===== src/sv/assert_macros.svh =====
// Assertion macros shared by the write-pass corruptor RTL.
`ifndef ASSERT_MACROS_SVH
`define ASSERT_MACROS_SVH

// Check that a condition holds at every clock edge outside reset.
`define ASSERT_ALWAYS(name, clk, rst_n, cond) \
    name: assert property (@(posedge clk) disable iff (!rst_n) (cond)) \
        else $error("assertion failed");

// Check that a trigger implies a condition in the same cycle.
`define ASSERT_IMPLY(name, clk, rst_n, trig, cond) \
    name: assert property (@(posedge clk) disable iff (!rst_n) (trig) |-> (cond)) \
        else $error("assertion failed");

// Check that a trigger implies a condition in the next cycle.
`define ASSERT_NEXT(name, clk, rst_n, trig, cond) \
    name: assert property (@(posedge clk) disable iff (!rst_n) (trig) |=> (cond)) \
        else $error("assertion failed");

`endif


===== src/sv/dwpc_pkg.sv =====
// Types and constants of the disk write-pass corruptor.
package dwpc_pkg;

    // Input mode codes carried in s_tuser
    typedef enum logic [1:0] {
        MODE_RESEED = 2'd0,
        MODE_PASS   = 2'd1,
        MODE_DATA   = 2'd2,
        MODE_UNUSED = 2'd3
    } mode_t;

    // Classified command held in the queue
    typedef enum logic [1:0] {
        OP_RESEED = 2'd0,
        OP_PASS   = 2'd1,
        OP_DATA   = 2'd2
    } op_t;

    // Result kinds carried in m_tuser
    localparam logic KIND_PASS = 1'b0;
    localparam logic KIND_DATA = 1'b1;

    // Configuration register indexes
    localparam logic [1:0] CFG_SEED   = 2'd0;
    localparam logic [1:0] CFG_TRACK  = 2'd1;
    localparam logic [1:0] CFG_SECTOR = 2'd2;

    // Generator constants
    localparam logic [31:0] RNG_DEFAULT = 32'h0000_1541;
    localparam int unsigned SHIFT_A = 13;
    localparam int unsigned SHIFT_B = 17;
    localparam int unsigned SHIFT_C = 5;

    // Byte shaping constants
    localparam logic [7:0] SPLICE_XOR_BASE = 8'h11;
    localparam int unsigned MOD_ERASE  = 17;
    localparam int unsigned MOD_ROTATE = 41;
    localparam int unsigned ERASE_CNT_W  = $clog2(MOD_ERASE);
    localparam int unsigned ROTATE_CNT_W = $clog2(MOD_ROTATE);

    // Command queue depth
    localparam int unsigned QUEUE_DEPTH = 4;
    localparam int unsigned QPTR_W      = $clog2(QUEUE_DEPTH);
    localparam int unsigned QCNT_W      = $clog2(QUEUE_DEPTH + 1);

    typedef struct packed {
        op_t        op;
        logic [7:0] bias;
        logic [7:0] pass_num;
        logic [7:0] data_byte;
    } cmd_t;

    // Only the sector byte reaches the slot bits; the track byte is not held here
    typedef struct packed {
        logic [31:0] seed_value;
        logic [7:0]  sector_number;
    } cfg_t;

    // One xorshift32 step
    function automatic logic [31:0] xorshift32(input logic [31:0] x);
        logic [31:0] a;
        logic [31:0] b;
        a = x ^ (x << SHIFT_A);
        b = a ^ (a >> SHIFT_B);
        return b ^ (b << SHIFT_C);
    endfunction

endpackage


===== src/sv/dwpc_front.sv =====
// Front end: accept stream transfers, classify them and compute the pass bias.
module dwpc_front
    import dwpc_pkg::*;
(
    input  logic        s_tvalid,
    output logic        s_tready,
    input  logic [23:0] s_tdata,   // revision[7:0], pass_index[15:8], data_byte[23:16]
    input  logic [1:0]  s_tuser,   // mode[1:0]
    input  logic        q_full,
    output logic        q_push,
    output cmd_t        q_cmd
);

    logic [7:0] revision;
    logic [7:0] rev_inc;
    logic       keep;

    assign revision = s_tdata[7:0];
    assign rev_inc  = revision + 8'd1;
    assign s_tready = !q_full;

    // Classify the mode; drop the unused code
    always_comb begin
        q_cmd.op = OP_DATA;
        keep     = 1'b1;
        unique case (mode_t'(s_tuser))
            MODE_RESEED: q_cmd.op = OP_RESEED;
            MODE_PASS:   q_cmd.op = OP_PASS;
            MODE_DATA:   q_cmd.op = OP_DATA;
            default:     keep     = 1'b0;
        endcase
    end

    // bias = (revision + 1) * 3 mod 256
    assign q_cmd.bias      = {rev_inc[6:0], 1'b0} + rev_inc;
    assign q_cmd.pass_num  = s_tdata[15:8];
    assign q_cmd.data_byte = s_tdata[23:16];
    assign q_push          = s_tvalid && s_tready && keep;

endmodule


===== src/sv/dwpc_queue.sv =====
// Short command queue between the front end and the back end.
`include "assert_macros.svh"
module dwpc_queue
    import dwpc_pkg::*;
(
    input  logic aclk,
    input  logic aresetn,
    input  logic push,
    input  cmd_t push_cmd,
    output logic full,
    input  logic pop,
    output logic head_valid,
    output cmd_t head_cmd
);

    cmd_t              slots [QUEUE_DEPTH];
    logic [QPTR_W-1:0] wr_ptr_reg, wr_ptr_next;
    logic [QPTR_W-1:0] rd_ptr_reg, rd_ptr_next;
    logic [QCNT_W-1:0] count_reg, count_next;

    assign full       = (count_reg == QCNT_W'(QUEUE_DEPTH));
    assign head_valid = (count_reg != '0);
    assign head_cmd   = slots[rd_ptr_reg];

    // Advance pointers and count
    always_comb begin
        wr_ptr_next = wr_ptr_reg;
        rd_ptr_next = rd_ptr_reg;
        count_next  = count_reg;
        if (push) begin
            wr_ptr_next = (wr_ptr_reg == QPTR_W'(QUEUE_DEPTH - 1)) ? '0 : wr_ptr_reg + 1'b1;
        end
        if (pop) begin
            rd_ptr_next = (rd_ptr_reg == QPTR_W'(QUEUE_DEPTH - 1)) ? '0 : rd_ptr_reg + 1'b1;
        end
        case ({push, pop})
            2'b10:   count_next = count_reg + 1'b1;
            2'b01:   count_next = count_reg - 1'b1;
            default: count_next = count_reg;
        endcase
    end

    always_ff @(posedge aclk) begin
        if (!aresetn) begin
            wr_ptr_reg <= '0;
            rd_ptr_reg <= '0;
            count_reg  <= '0;
        end else begin
            wr_ptr_reg <= wr_ptr_next;
            rd_ptr_reg <= rd_ptr_next;
            count_reg  <= count_next;
        end
    end

    // Store the pushed command
    always_ff @(posedge aclk) begin
        if (push) begin
            slots[wr_ptr_reg] <= push_cmd;
        end
    end

    `ASSERT_ALWAYS(a_count_bound, aclk, aresetn, count_reg <= QCNT_W'(QUEUE_DEPTH))
    `ASSERT_IMPLY(a_no_overflow, aclk, aresetn, push, !full)
    `ASSERT_IMPLY(a_no_underflow, aclk, aresetn, pop, head_valid)

endmodule


===== src/sv/dwpc_back.sv =====
// Back end: run commands against the generator and pass state, hold the result.
`include "assert_macros.svh"
module dwpc_back
    import dwpc_pkg::*;
#(
    parameter int unsigned BUFFER_BYTES = 256
) (
    input  logic        aclk,
    input  logic        aresetn,
    input  cfg_t        cfg,
    input  logic        q_valid,
    input  cmd_t        q_cmd,
    output logic        q_pop,
    output logic        m_tvalid,
    input  logic        m_tready,
    output logic [23:0] m_tdata,   // data_out[7:0], splice_slot[12:8], erase_slot[16:13]
    output logic        m_tuser,   // kind
    output logic        m_tlast    // last_byte
);

    localparam int unsigned POS_W = (BUFFER_BYTES > 1) ? $clog2(BUFFER_BYTES) : 1;

    // Generator and pass state
    logic [31:0]             rng_reg, rng_next;
    logic [POS_W-1:0]        pos_reg, pos_next;
    logic [ERASE_CNT_W-1:0]  pos17_reg, pos17_next;
    logic [ROTATE_CNT_W-1:0] pos41_reg, pos41_next;
    logic                    active_reg, active_next;
    logic [7:0]              pass_reg, pass_next;
    logic [7:0]              bias_reg, bias_next;
    logic [4:0]              splice_reg, splice_next;
    logic [3:0]              erase_reg, erase_next;
    logic [4:0]              rotate_reg, rotate_next;

    // Output register
    logic                    out_valid_reg, out_valid_next;
    logic                    out_kind_reg, out_kind_next;
    logic [7:0]              out_byte_reg, out_byte_next;
    logic                    out_last_reg, out_last_next;

    logic        out_free;
    logic        exec;
    logic [31:0] r1, r2;
    logic [7:0]  pos_ext;
    logic        at_last;
    logic [7:0]  b1, b2, b3;
    logic [3:0]  low_adj;
    logic [3:0]  pass_x5;

    assign out_free = !out_valid_reg || m_tready;
    assign q_pop    = q_valid && (out_free || (q_cmd.op == OP_RESEED));
    assign exec     = q_pop;

    // Two generator draws for a pass start
    assign r1 = xorshift32(rng_reg);
    assign r2 = xorshift32(r1);

    assign pos_ext = 8'(pos_reg);
    assign at_last = (pos_reg == POS_W'(BUFFER_BYTES - 1));
    assign pass_x5 = q_cmd.pass_num[3:0] + {q_cmd.pass_num[1:0], 2'b00};

    // Shape a data byte: splice XOR, erase nibble, rotate
    always_comb begin
        b1 = q_cmd.data_byte;
        if (pos_ext[4:0] == splice_reg) begin
            b1 = q_cmd.data_byte ^ (SPLICE_XOR_BASE + bias_reg);
        end
        low_adj = b1[3:0] + pass_reg[3:0] + {2'b00, bias_reg[1:0]};
        b2 = b1;
        if (pos17_reg == ERASE_CNT_W'(erase_reg)) begin
            b2 = {b1[7:4], low_adj};
        end
        b3 = b2;
        if (pos41_reg == ROTATE_CNT_W'(rotate_reg)) begin
            b3 = {b2[6:0], b2[7]};
        end
    end

    // Execute the head command
    always_comb begin
        rng_next       = rng_reg;
        pos_next       = pos_reg;
        pos17_next     = pos17_reg;
        pos41_next     = pos41_reg;
        active_next    = active_reg;
        pass_next      = pass_reg;
        bias_next      = bias_reg;
        splice_next    = splice_reg;
        erase_next     = erase_reg;
        rotate_next    = rotate_reg;
        out_valid_next = out_valid_reg && !m_tready;
        out_kind_next  = out_kind_reg;
        out_byte_next  = out_byte_reg;
        out_last_next  = out_last_reg;
        if (exec) begin
            unique case (q_cmd.op)
                OP_RESEED: begin
                    rng_next = (cfg.seed_value == '0) ? RNG_DEFAULT : cfg.seed_value;
                end
                OP_PASS: begin
                    pos_next   = '0;
                    pos17_next = '0;
                    pos41_next = '0;
                    if (q_cmd.pass_num == '0) begin
                        active_next = 1'b0;
                    end else begin
                        rng_next    = r2;
                        splice_next = r1[4:0] + cfg.sector_number[4:0] + q_cmd.bias[4:0]
                                      + q_cmd.pass_num[4:0];
                        erase_next  = r2[3:0] + cfg.sector_number[4:1] + pass_x5;
                        rotate_next = cfg.sector_number[4:0] + q_cmd.pass_num[4:0];
                        bias_next   = q_cmd.bias;
                        pass_next   = q_cmd.pass_num;
                        active_next = 1'b1;
                    end
                    out_valid_next = 1'b1;
                    out_kind_next  = KIND_PASS;
                    out_byte_next  = '0;
                    out_last_next  = 1'b0;
                end
                OP_DATA: begin
                    if (at_last) begin
                        pos_next   = '0;
                        pos17_next = '0;
                        pos41_next = '0;
                    end else begin
                        pos_next   = pos_reg + 1'b1;
                        pos17_next = (pos17_reg == ERASE_CNT_W'(MOD_ERASE - 1)) ?
                                     '0 : pos17_reg + 1'b1;
                        pos41_next = (pos41_reg == ROTATE_CNT_W'(MOD_ROTATE - 1)) ?
                                     '0 : pos41_reg + 1'b1;
                    end
                    out_valid_next = 1'b1;
                    out_kind_next  = KIND_DATA;
                    out_byte_next  = active_reg ? b3 : q_cmd.data_byte;
                    out_last_next  = at_last;
                end
                default: begin
                    rng_next = rng_reg;
                end
            endcase
        end
    end

    always_ff @(posedge aclk) begin
        if (!aresetn) begin
            rng_reg       <= RNG_DEFAULT;
            pos_reg       <= '0;
            pos17_reg     <= '0;
            pos41_reg     <= '0;
            active_reg    <= 1'b0;
            pass_reg      <= '0;
            bias_reg      <= '0;
            splice_reg    <= '0;
            erase_reg     <= '0;
            rotate_reg    <= '0;
            out_valid_reg <= 1'b0;
        end else begin
            rng_reg       <= rng_next;
            pos_reg       <= pos_next;
            pos17_reg     <= pos17_next;
            pos41_reg     <= pos41_next;
            active_reg    <= active_next;
            pass_reg      <= pass_next;
            bias_reg      <= bias_next;
            splice_reg    <= splice_next;
            erase_reg     <= erase_next;
            rotate_reg    <= rotate_next;
            out_valid_reg <= out_valid_next;
        end
    end

    // Hold the result payload
    always_ff @(posedge aclk) begin
        out_kind_reg <= out_kind_next;
        out_byte_reg <= out_byte_next;
        out_last_reg <= out_last_next;
    end

    assign m_tvalid = out_valid_reg;
    assign m_tuser  = out_kind_reg;
    assign m_tlast  = out_last_reg;
    // Slots reflect the state after the step that produced the held result
    assign m_tdata  = {7'd0, erase_reg, splice_reg, out_byte_reg};

    `ASSERT_IMPLY(a_pos_origin, aclk, aresetn, pos_reg == '0,
                  (pos17_reg == '0) && (pos41_reg == '0))
    `ASSERT_ALWAYS(a_mod_bounds, aclk, aresetn,
                   (pos17_reg < ERASE_CNT_W'(MOD_ERASE)) &&
                   (pos41_reg < ROTATE_CNT_W'(MOD_ROTATE)))
    `ASSERT_IMPLY(a_result_pops, aclk, aresetn,
                  q_pop && (q_cmd.op != OP_RESEED), out_free)

endmodule


===== src/sv/disk_write_pass_corruptor.sv =====
// Top level of the disk write-pass corruptor: config registers, front, queue, back.
//
//   channel   direction  handshake           content
//   s_*       in         s_tvalid/s_tready   mode in tuser; revision, pass, byte in tdata
//   m_*       out        m_tvalid/m_tready   kind in tuser, last_byte in tlast; byte, slots
//   cfg_*     in         cfg_valid/cfg_ready register index and 32-bit write data
//
// One command per cycle is taken from the queue by the back end while the output is not
// stalled, so the block then sustains one input transfer per cycle; an input transfer is
// written into a queue slot and then into the output register, which drives m_tvalid.
// Reseed and unused-mode transfers produce no result. Synchronous active-low reset
// clears the queue, the pass state and the output register; no clearing pass is run.
// A stalled output holds the queue back; up to four commands wait before s_tready drops.
module disk_write_pass_corruptor
    import dwpc_pkg::*;
#(
    parameter int unsigned BUFFER_BYTES = 256
) (
    input  logic        aclk,
    input  logic        aresetn,
    input  logic        s_tvalid,
    output logic        s_tready,
    input  logic [23:0] s_tdata,   // revision[7:0], pass_index[15:8], data_byte[23:16]
    input  logic [1:0]  s_tuser,   // mode[1:0]
    output logic        m_tvalid,
    input  logic        m_tready,
    output logic [23:0] m_tdata,   // data_out[7:0], splice_slot[12:8], erase_slot[16:13]
    output logic        m_tuser,   // kind
    output logic        m_tlast,   // last_byte
    input  logic        cfg_valid,
    output logic        cfg_ready,
    input  logic [1:0]  cfg_index,
    input  logic [31:0] cfg_data
);

    logic [31:0] seed_reg;
    logic [7:0]  sector_reg;
    cfg_t        cfg;
    logic        q_full;
    logic        q_push;
    cmd_t        push_cmd;
    logic        q_pop;
    logic        q_valid;
    cmd_t        head_cmd;

    assign cfg_ready = 1'b1;

    // Latch configuration writes; the track byte never reaches the slot bits
    always_ff @(posedge aclk) begin
        if (!aresetn) begin
            seed_reg   <= '0;
            sector_reg <= '0;
        end else if (cfg_valid && cfg_ready) begin
            unique case (cfg_index)
                CFG_SEED:   seed_reg   <= cfg_data;
                CFG_SECTOR: sector_reg <= cfg_data[7:0];
                default:    seed_reg   <= seed_reg;
            endcase
        end
    end

    assign cfg.seed_value    = seed_reg;
    assign cfg.sector_number = sector_reg;

    dwpc_front u_front (
        .s_tvalid (s_tvalid),
        .s_tready (s_tready),
        .s_tdata  (s_tdata),
        .s_tuser  (s_tuser),
        .q_full   (q_full),
        .q_push   (q_push),
        .q_cmd    (push_cmd)
    );

    dwpc_queue u_queue (
        .aclk       (aclk),
        .aresetn    (aresetn),
        .push       (q_push),
        .push_cmd   (push_cmd),
        .full       (q_full),
        .pop        (q_pop),
        .head_valid (q_valid),
        .head_cmd   (head_cmd)
    );

    dwpc_back #(
        .BUFFER_BYTES (BUFFER_BYTES)
    ) u_back (
        .aclk     (aclk),
        .aresetn  (aresetn),
        .cfg      (cfg),
        .q_valid  (q_valid),
        .q_cmd    (head_cmd),
        .q_pop    (q_pop),
        .m_tvalid (m_tvalid),
        .m_tready (m_tready),
        .m_tdata  (m_tdata),
        .m_tuser  (m_tuser),
        .m_tlast  (m_tlast)
    );

endmodule


===== config.mk =====
export PLATFORM = sky130hd
export DESIGN_NAME = disk_write_pass_corruptor
export DESIGN_NICKNAME = d
export VERILOG_FILES = /design/src/sv/dwpc_pkg.sv /design/src/sv/dwpc_front.sv /design/src/sv/dwpc_queue.sv /design/src/sv/dwpc_back.sv /design/src/sv/disk_write_pass_corruptor.sv
export VERILOG_INCLUDE_DIRS = /design/src /design/src/sv
export SDC_FILE = /design/constraint.sdc
export NUM_CORES = 1
export LEC_CHECK = 0
export ABC_AREA = 1
export BUFFER_PORTS_ARGS = -buffer_cell sky130_fd_sc_hd__buf_2
export CORE_UTILIZATION = 55
export CTS_CLUSTER_SIZE = 12
export DETAILED_ROUTE_END_ITERATION = 12
export PLACE_DENSITY = 0.83
export SLEW_MARGIN = 20
export SYNTH_ARGS = -nofsm -noshare
export SYNTH_HDL_FRONTEND = slang
export SYNTH_SLANG_ARGS = --single-unit

===== constraint.sdc =====
create_clock -name aclk -period 4.9 [get_ports aclk]
set_clock_uncertainty 0.05 [all_clocks]
set_input_delay 0.245 -clock aclk [delete_from_list [all_inputs] [get_ports aclk]]
set_output_delay 0.245 -clock aclk [all_outputs]
set_load 0.01 [all_outputs]

==> metrics.md, run 1 <==
| Metric | Value |
|---|---|
| Crit-path max FO | 30 |
| Startpoint types | flip-flop |
| Async S/R FF share, synth | 0% |
| Top FF cell, synth | dfxtp_1 |
| Data arrival time of the worst path | 4210 ps |
| Clock Sinks | 239 |
| Area delta synth->final | 15.0% |
| CP endpoint kind | flip-flop |
| Initial antenna violation count | 1 |
| Initial DRC Count | 1,506 |
| Commonest non-fill, non-tap cells in the layout | nand2_1, inv_1, nand3_1 |
| Final setup viols | 0 |
| Total CTS buffers | 27 |
| CTS root buf | clkbuf_16 |
| Sequential area share after synthesis | 44.2% |
| Vias | 12,400 |
| GR Util met1 | 40.1% |
| Max reg flops | 104 |
| Compound-Gate Fraction of Synth Area | 11.3% |
| Result of the run | finished, final reports clean |
| Reg area | 5930 um2 |
| Max_cap viols | 0 |
| Inserted Diodes | 0 |
| Critical R2R Capture | u_back.pos41_reg[5] |
| Adder-cell share of the synthesized area | 5.86% |
| Least-Margin Pin Slew | 952 ps |
| Syn Area/Cell | 7.75 um2 |
| Worst path required time | 5270 ps |
| Worst rel slew slack | 36.2% |
| Unrepaired setup endpoints after global routing | false |
| Drt wl/cell | 16.8 um |
| CTS H-tree lvls | 1 |
| Met2 Use GR | 47.8% |
| Largest family of logic cells by synthesized area | simple AND/OR/NAND/NOR gates |
| Worst Min Path Start | s_tuser[0] |
| Gr busiest metal | met2 |
| Hold Path Stages | 3 |
| Multi-input gate area | 6480 um2 |
| Largest net degree at the start of global routing | 95 |
| R2r worst-path depth | 12 |
| Worst min-delay path class | in2reg |
| YS warnings | 0 |
| Slew Limit Fails | 0 |
| Post-route setup TNS | 0 ps |
| Fin crit share | 78.4% |
| Initial core utilization | 56.6% |
| Fraction of layout cells with a size suffix above 1 | 9.28% |
| Final RePlAce weighted congestion | 0.959 |
| Full die area | 25,000 um2 |
| Routed WL | 36,700 um |
| Port Buffers | 85 |
| Post-synth EDFFs | 114 |
| Die Y | 158 um |
| Clock latency on the worst-skew pair | 550 ps |
| Drt drc | 0 |
| Gate Count Post-Synth | 1,728 |
| TritonRoute pass-1 iters | 6 |
| Cell Pwr Density | 778 nW/um2 |
| Mux cell area share after synthesis | 0% |
| Post-Synth XOR/XNOR Area | 4.70% |
| Most common cell after layout, fill and taps aside | nand2_1 |
| Total gr overflow | 0 |
| Final nets | 1,961 |
| Vias in the first global route | 11,400 |
| Register bit total from synthesis | 239 |
| Worst Hold Endpoint | u_queue.slots[2][24] |
| Bufs on Longest Clock Path | 3 |
| FP Rows | 56 |
| Largest vdd supply drop | 0.414 mV |
| IO Pins | 94 |
| Total Power | 12.0 mW |
| Fmax | 260 MHz |
| Via density per instance | 5.66 |
| First-pass GRT wire length | 58,000 um |
| CTS tree | done |
| Core Box Area | 23,700 um2 |
| Post-Synth Simple-Gate Area | 26.1% |
| Critical path type | reg2reg |
| Final Hold Fails | 0 |
| R2r setup slk | 1060 ps |
| Tmin final | 3840 ps |
| Leak Pwr | 6.99 nW |
| GR Layer Usage met3 | 5.94% |
| # fillers | 1,924 |
| Reg clk slew, reported paths | 60 ps |
| Die outline width | 158 um |
| Tot GR Track Use | 29.7% |
| Mapped cell area | 13,400 um2 |
| HPWL Detailed | 25,000 um |
| Post-route ant nets | 0 |
| Netlist cell types | 49 |
| PostCTS Resize Cnt | 0 |
[power by group]
group	switching, mW	internal [mW]	total, mW
Combinational	4.84	2.30	7.14
Sequential	0.275	2.49	2.77
Clock	0.822	1.25	2.07
[worst max-delay path: stages (launching register included)]
cell and delay [ps]:
dfxtp_1 300, buf_4 200, inv_2 440, a21oi_1 100, a32oi_1 260, inv_1 100, ha_1 220, or2_2 290
nand2_1 100, inv_1 100, nand2_1 440, inv_1 540, a2111oi_0 530
[worst max-delay path by stage]
stage	from	cells after the start	end
6_report	flip-flop	12	u_back.pos41_reg[5]
5_1_grt	flip-flop	12	u_back.pos41_reg[5]
4_1_cts	flip-flop	12	u_back.pos41_reg[5]
3_5_place_dp	flip-flop	12	u_back.pos41_reg[5]
3_3_place_gp	flip-flop	16	u_back.splice_reg[4]
2_1_floorplan	flip-flop	18	u_back.splice_reg[4]
[final cells by class]
| cell class | count | area share (%) |
|---|---|---|
| Clock buffer | 37 | 4.69 |
| Clock inverter | 13 | 1.17 |
| Inverter | 180 | 4.39 |
| Multi-Input combinational cell | 1248 | 42.1 |
| Sequential cell | 239 | 38.5 |
| Tap cell | 319 | 2.59 |
| Timing Repair Buffer | 148 | 6.63 |
[metrics by stage]
step                instance area (um2)  hold slack (ps)  util [%]  std cells  worst slack (ps)
CTS                               15400             24.7      65.0       2184              1090
finish                            15400             35.9      65.0       2184              1060
global placement                  14000              408      59.2       2085              1230
floorplan                         13400              294         -       1734              1230
global route                      15400             60.4      65.0       2184               872
detailed placement                14000              414      59.2       2085              1130
[layer usage]
layer	up-vias	part of all wire, %
met5	-	0
met4	0	2.8
met3	101	9.7
met2	647	47
met1	5683	41
li1	5920	-
[synthesized netlist by cell type (all sizes together) (18+ instances only)]
master / count / share of area [%]
clkbuf: 32 / 0.91
ha: 34 / 3.2
xnor2: 35 / 2.3
fa: 18 / 2.7
a21oi: 100 / 3.7
xor2: 36 / 2.4
inv: 176 / 4.9
nand2: 534 / 15
edfxtp: 114 / 26
nand3: 140 / 5.4
o21ai: 122 / 4.6
dfxtp: 125 / 19
buf: 35 / 1.7
nor2: 122 / 3.4
[timing repair]
item,CTS,global route
hold buffers,49,0
buffers inserted,0,0
endpoints found under the hold margin,101,0
[logic make-up after synthesis]
logic type,after synthesis
AND/OR/NAND/NOR,843
AO/OA/AOI/OAI,274
buffers and inverters,247
flip-flops,239
XOR/XNOR,71
adder cells (fa/ha/maj),52
other,2
No activity file was read; power rests on OpenSTA's default activity.
==> run 2, diff against run 1 <==
Clock period 4.9 ns to 3.8 ns, I/O delays scaled along.
==> run 2 against run 1 <==
Global-route usage increased by 0.48 points. Combinational power increased by 33%. Sequential share of layout area down 0.28 points. Final cell count rose by 0.82%. Core utilization rose by 0.57 points. Via count grew 1.5%. Worst setup slack worse by 830 ps. Sequential cell count stayed put. Count of clock-buffer cells in the layout increased by 5. Final area grew 0.88%.
==> metrics.md, run 2 (synthesized netlist as in run 1, its figures left out) <==
| Metric | Value |
|---|---|
| CTS H-tree lvls | 1 |
| Core Box Area | 23,700 um2 |
| Final RePlAce weighted congestion | 0.985 |
| Fraction of layout cells with a size suffix above 1 | 10.5% |
| Reg clk slew, reported paths | 60 ps |
| HPWL Detailed | 25,600 um |
| CP top delay family | adder cells |
| Inserted Diodes | 0 |
| Buf/Inv on CP | 4 |
| Fin crit share | 94.1% |
| Tot GR Track Use | 30.2% |
| Routed WL | 37,700 um |
| Max reg flops | 104 |
| Full die area | 25,000 um2 |
| Fmax | 280 MHz |
| Total gr overflow | 0 |
| Final Hold Fails | 0 |
| CTS root buf | clkbuf_16 |
| Worst path required time | 4160 ps |
| Leak Pwr | 7.06 nW |
| Worst min-delay path class | in2reg |
| Post-route ant nets | 0 |
| Ordered list of cells on the worst path | inv_2 -> buf_4 -> a21oi_1 -> a32o_1 -> fa_1 -> fa_1 -> inv_1 -> ha_1 -> inv_1 -> o21ai_0 -> xnor2_1 -> or2_2 -> nand2_1 -> nand2_1 -> nand2_1 -> a21oi_1 |
| Commonest non-fill, non-tap cells in the layout | nand2_1, inv_1, nand3_1 |
| Inst Count DP | 2,101 |
| Post-route setup TNS | 0 ps |
| Clock latency on the worst-skew pair | 550 ps |
| Post-CTS setup buffers | 0 |
| Least-Margin Pin Slew | 935 ps |
| Max_cap viols | 0 |
| CTS tree | done |
| Initial antenna violation count | 0 |
| Data arrival time of the worst path | 3940 ps |
| CP max stage delay | 550 ps |
| Slew Limit Fails | 0 |
| Tmin final | 3570 ps |
| Area delta synth->final | 16.0% |
| Critical path type | reg2reg |
| Critical path's most frequent cell | nand2_1 |
| Vias in the first global route | 11,700 |
| Final nets | 1,980 |
| Initial DRC Count | 1,295 |
| Result of the run | finished, final reports clean |
| First-pass GRT wire length | 59,300 um |
| Worst rel slew slack | 37.3% |
| Total CTS buffers | 26 |
| Initial core utilization | 56.6% |
| Die outline width | 158 um |
| Most common cell after layout, fill and taps aside | nand2_1 |
| Vias | 12,500 |
| Startpoint types | flip-flop |
| IO Pins | 94 |
| Drt wl/cell | 17.1 um |
| CP endpoint kind | flip-flop |
| Cell Pwr Density | 997 nW/um2 |
| Non-Filler Instances | 2,202 |
| FP Rows | 56 |
| Worst hold slack | 52.7 ps |
| TritonRoute pass-1 iters | 7 |
| Final setup viols | 0 |
| Die Y | 158 um |
| Clock Sinks | 239 |
| Largest vdd supply drop | 0.600 mV |
| Fin util | 65.6% |
| Port Buffers | 85 |
| Drt drc | 0 |
| Via density per instance | 5.70 |
| Slowest stage cell, crit path | fa_1 |
| Bufs on Longest Clock Path | 3 |
| Total Power | 15.5 mW |
| Crit-path max FO | 17 |
| Largest net degree at the start of global routing | 69 |
[run 2: changes by cell type in the layout (fill, tap and decap cells not counted), moves of 2 or more]
cell | before | now
xnor2_1 | 34 | 32
dlygate4sd3_1 | 49 | 52
dfxtp_2 | 0 | 4
dfxtp_1 | 125 | 120
buf_4 | 14 | 29
clkinv_1 | 8 | 4
clkinv_2 | 2 | 4
clkbuf_1 | 9 | 12
clkbuf_8 | 1 | 4
bufinv_16 | 4 | 0
[run 2: cell type report]
cell class              instances  area, um2
fillers                      1903       8140
multi-input cells            1248       6510
flip-flops and latches        239       5930
repair buffers                168       1210
clock buffers                  42        751
inverters                     180        678
well taps                     319        399
clock inverters                 6       57.6
[run 2: metal layers]
metal  wire length (um)  track usage [%]  vias up  share of wire (%)
li1                   -                -     5939                  -
met1              15200             40.3     5817                 40
met2              17800             49.5      668                 47
met3               3430             5.28      117                9.1
met4               1280             10.5        0                3.4
met5                  0                0        -                  0
[run 2: worst paths after layout]
| check | start | to | slack, ps | cells after the start |
|---|---|---|---|---|
| max | flip-flop | u_back.splice_reg[4] | 230 | 16 |
| max reg2reg | flip-flop | u_back.splice_reg[4] | 230 | 16 |
| min | aresetn | u_back.rng_reg[0] | 50 | 2 |
| min reg2reg | u_queue.count_reg[0] | u_queue.count_reg[0] | 440 | 1 |
[run 2: repair_timing]
| action | 4_1_cts | 5_1_grt |
|---|---|---|
| endpoints found under the hold margin | 116 | 0 |
| gates resized for setup | 0 | 13 |
| endpoints found under the setup margin | 0 | 2 |
| hold buffers | 52 | 0 |
[run 2: where the power goes]
group | internal (mW) | switching [mW]
Combinational | 3.17 | 6.33
Clock | 1.36 | 1.06
Sequential | 3.22 | 0.364
Total | 7.74 | 7.75
[run 2: per-stage QoR]
| stage | instance area, um2 | setup WS [ps] |
|---|---|---|
| final | 15500 | 226 |
| after global routing | 15500 | -0.137 |
| after CTS | 15500 | 168 |
| after detailed placement | 14100 | 209 |
| after global placement | 14100 | 282 |
| after floorplan | 13400 | 127 |
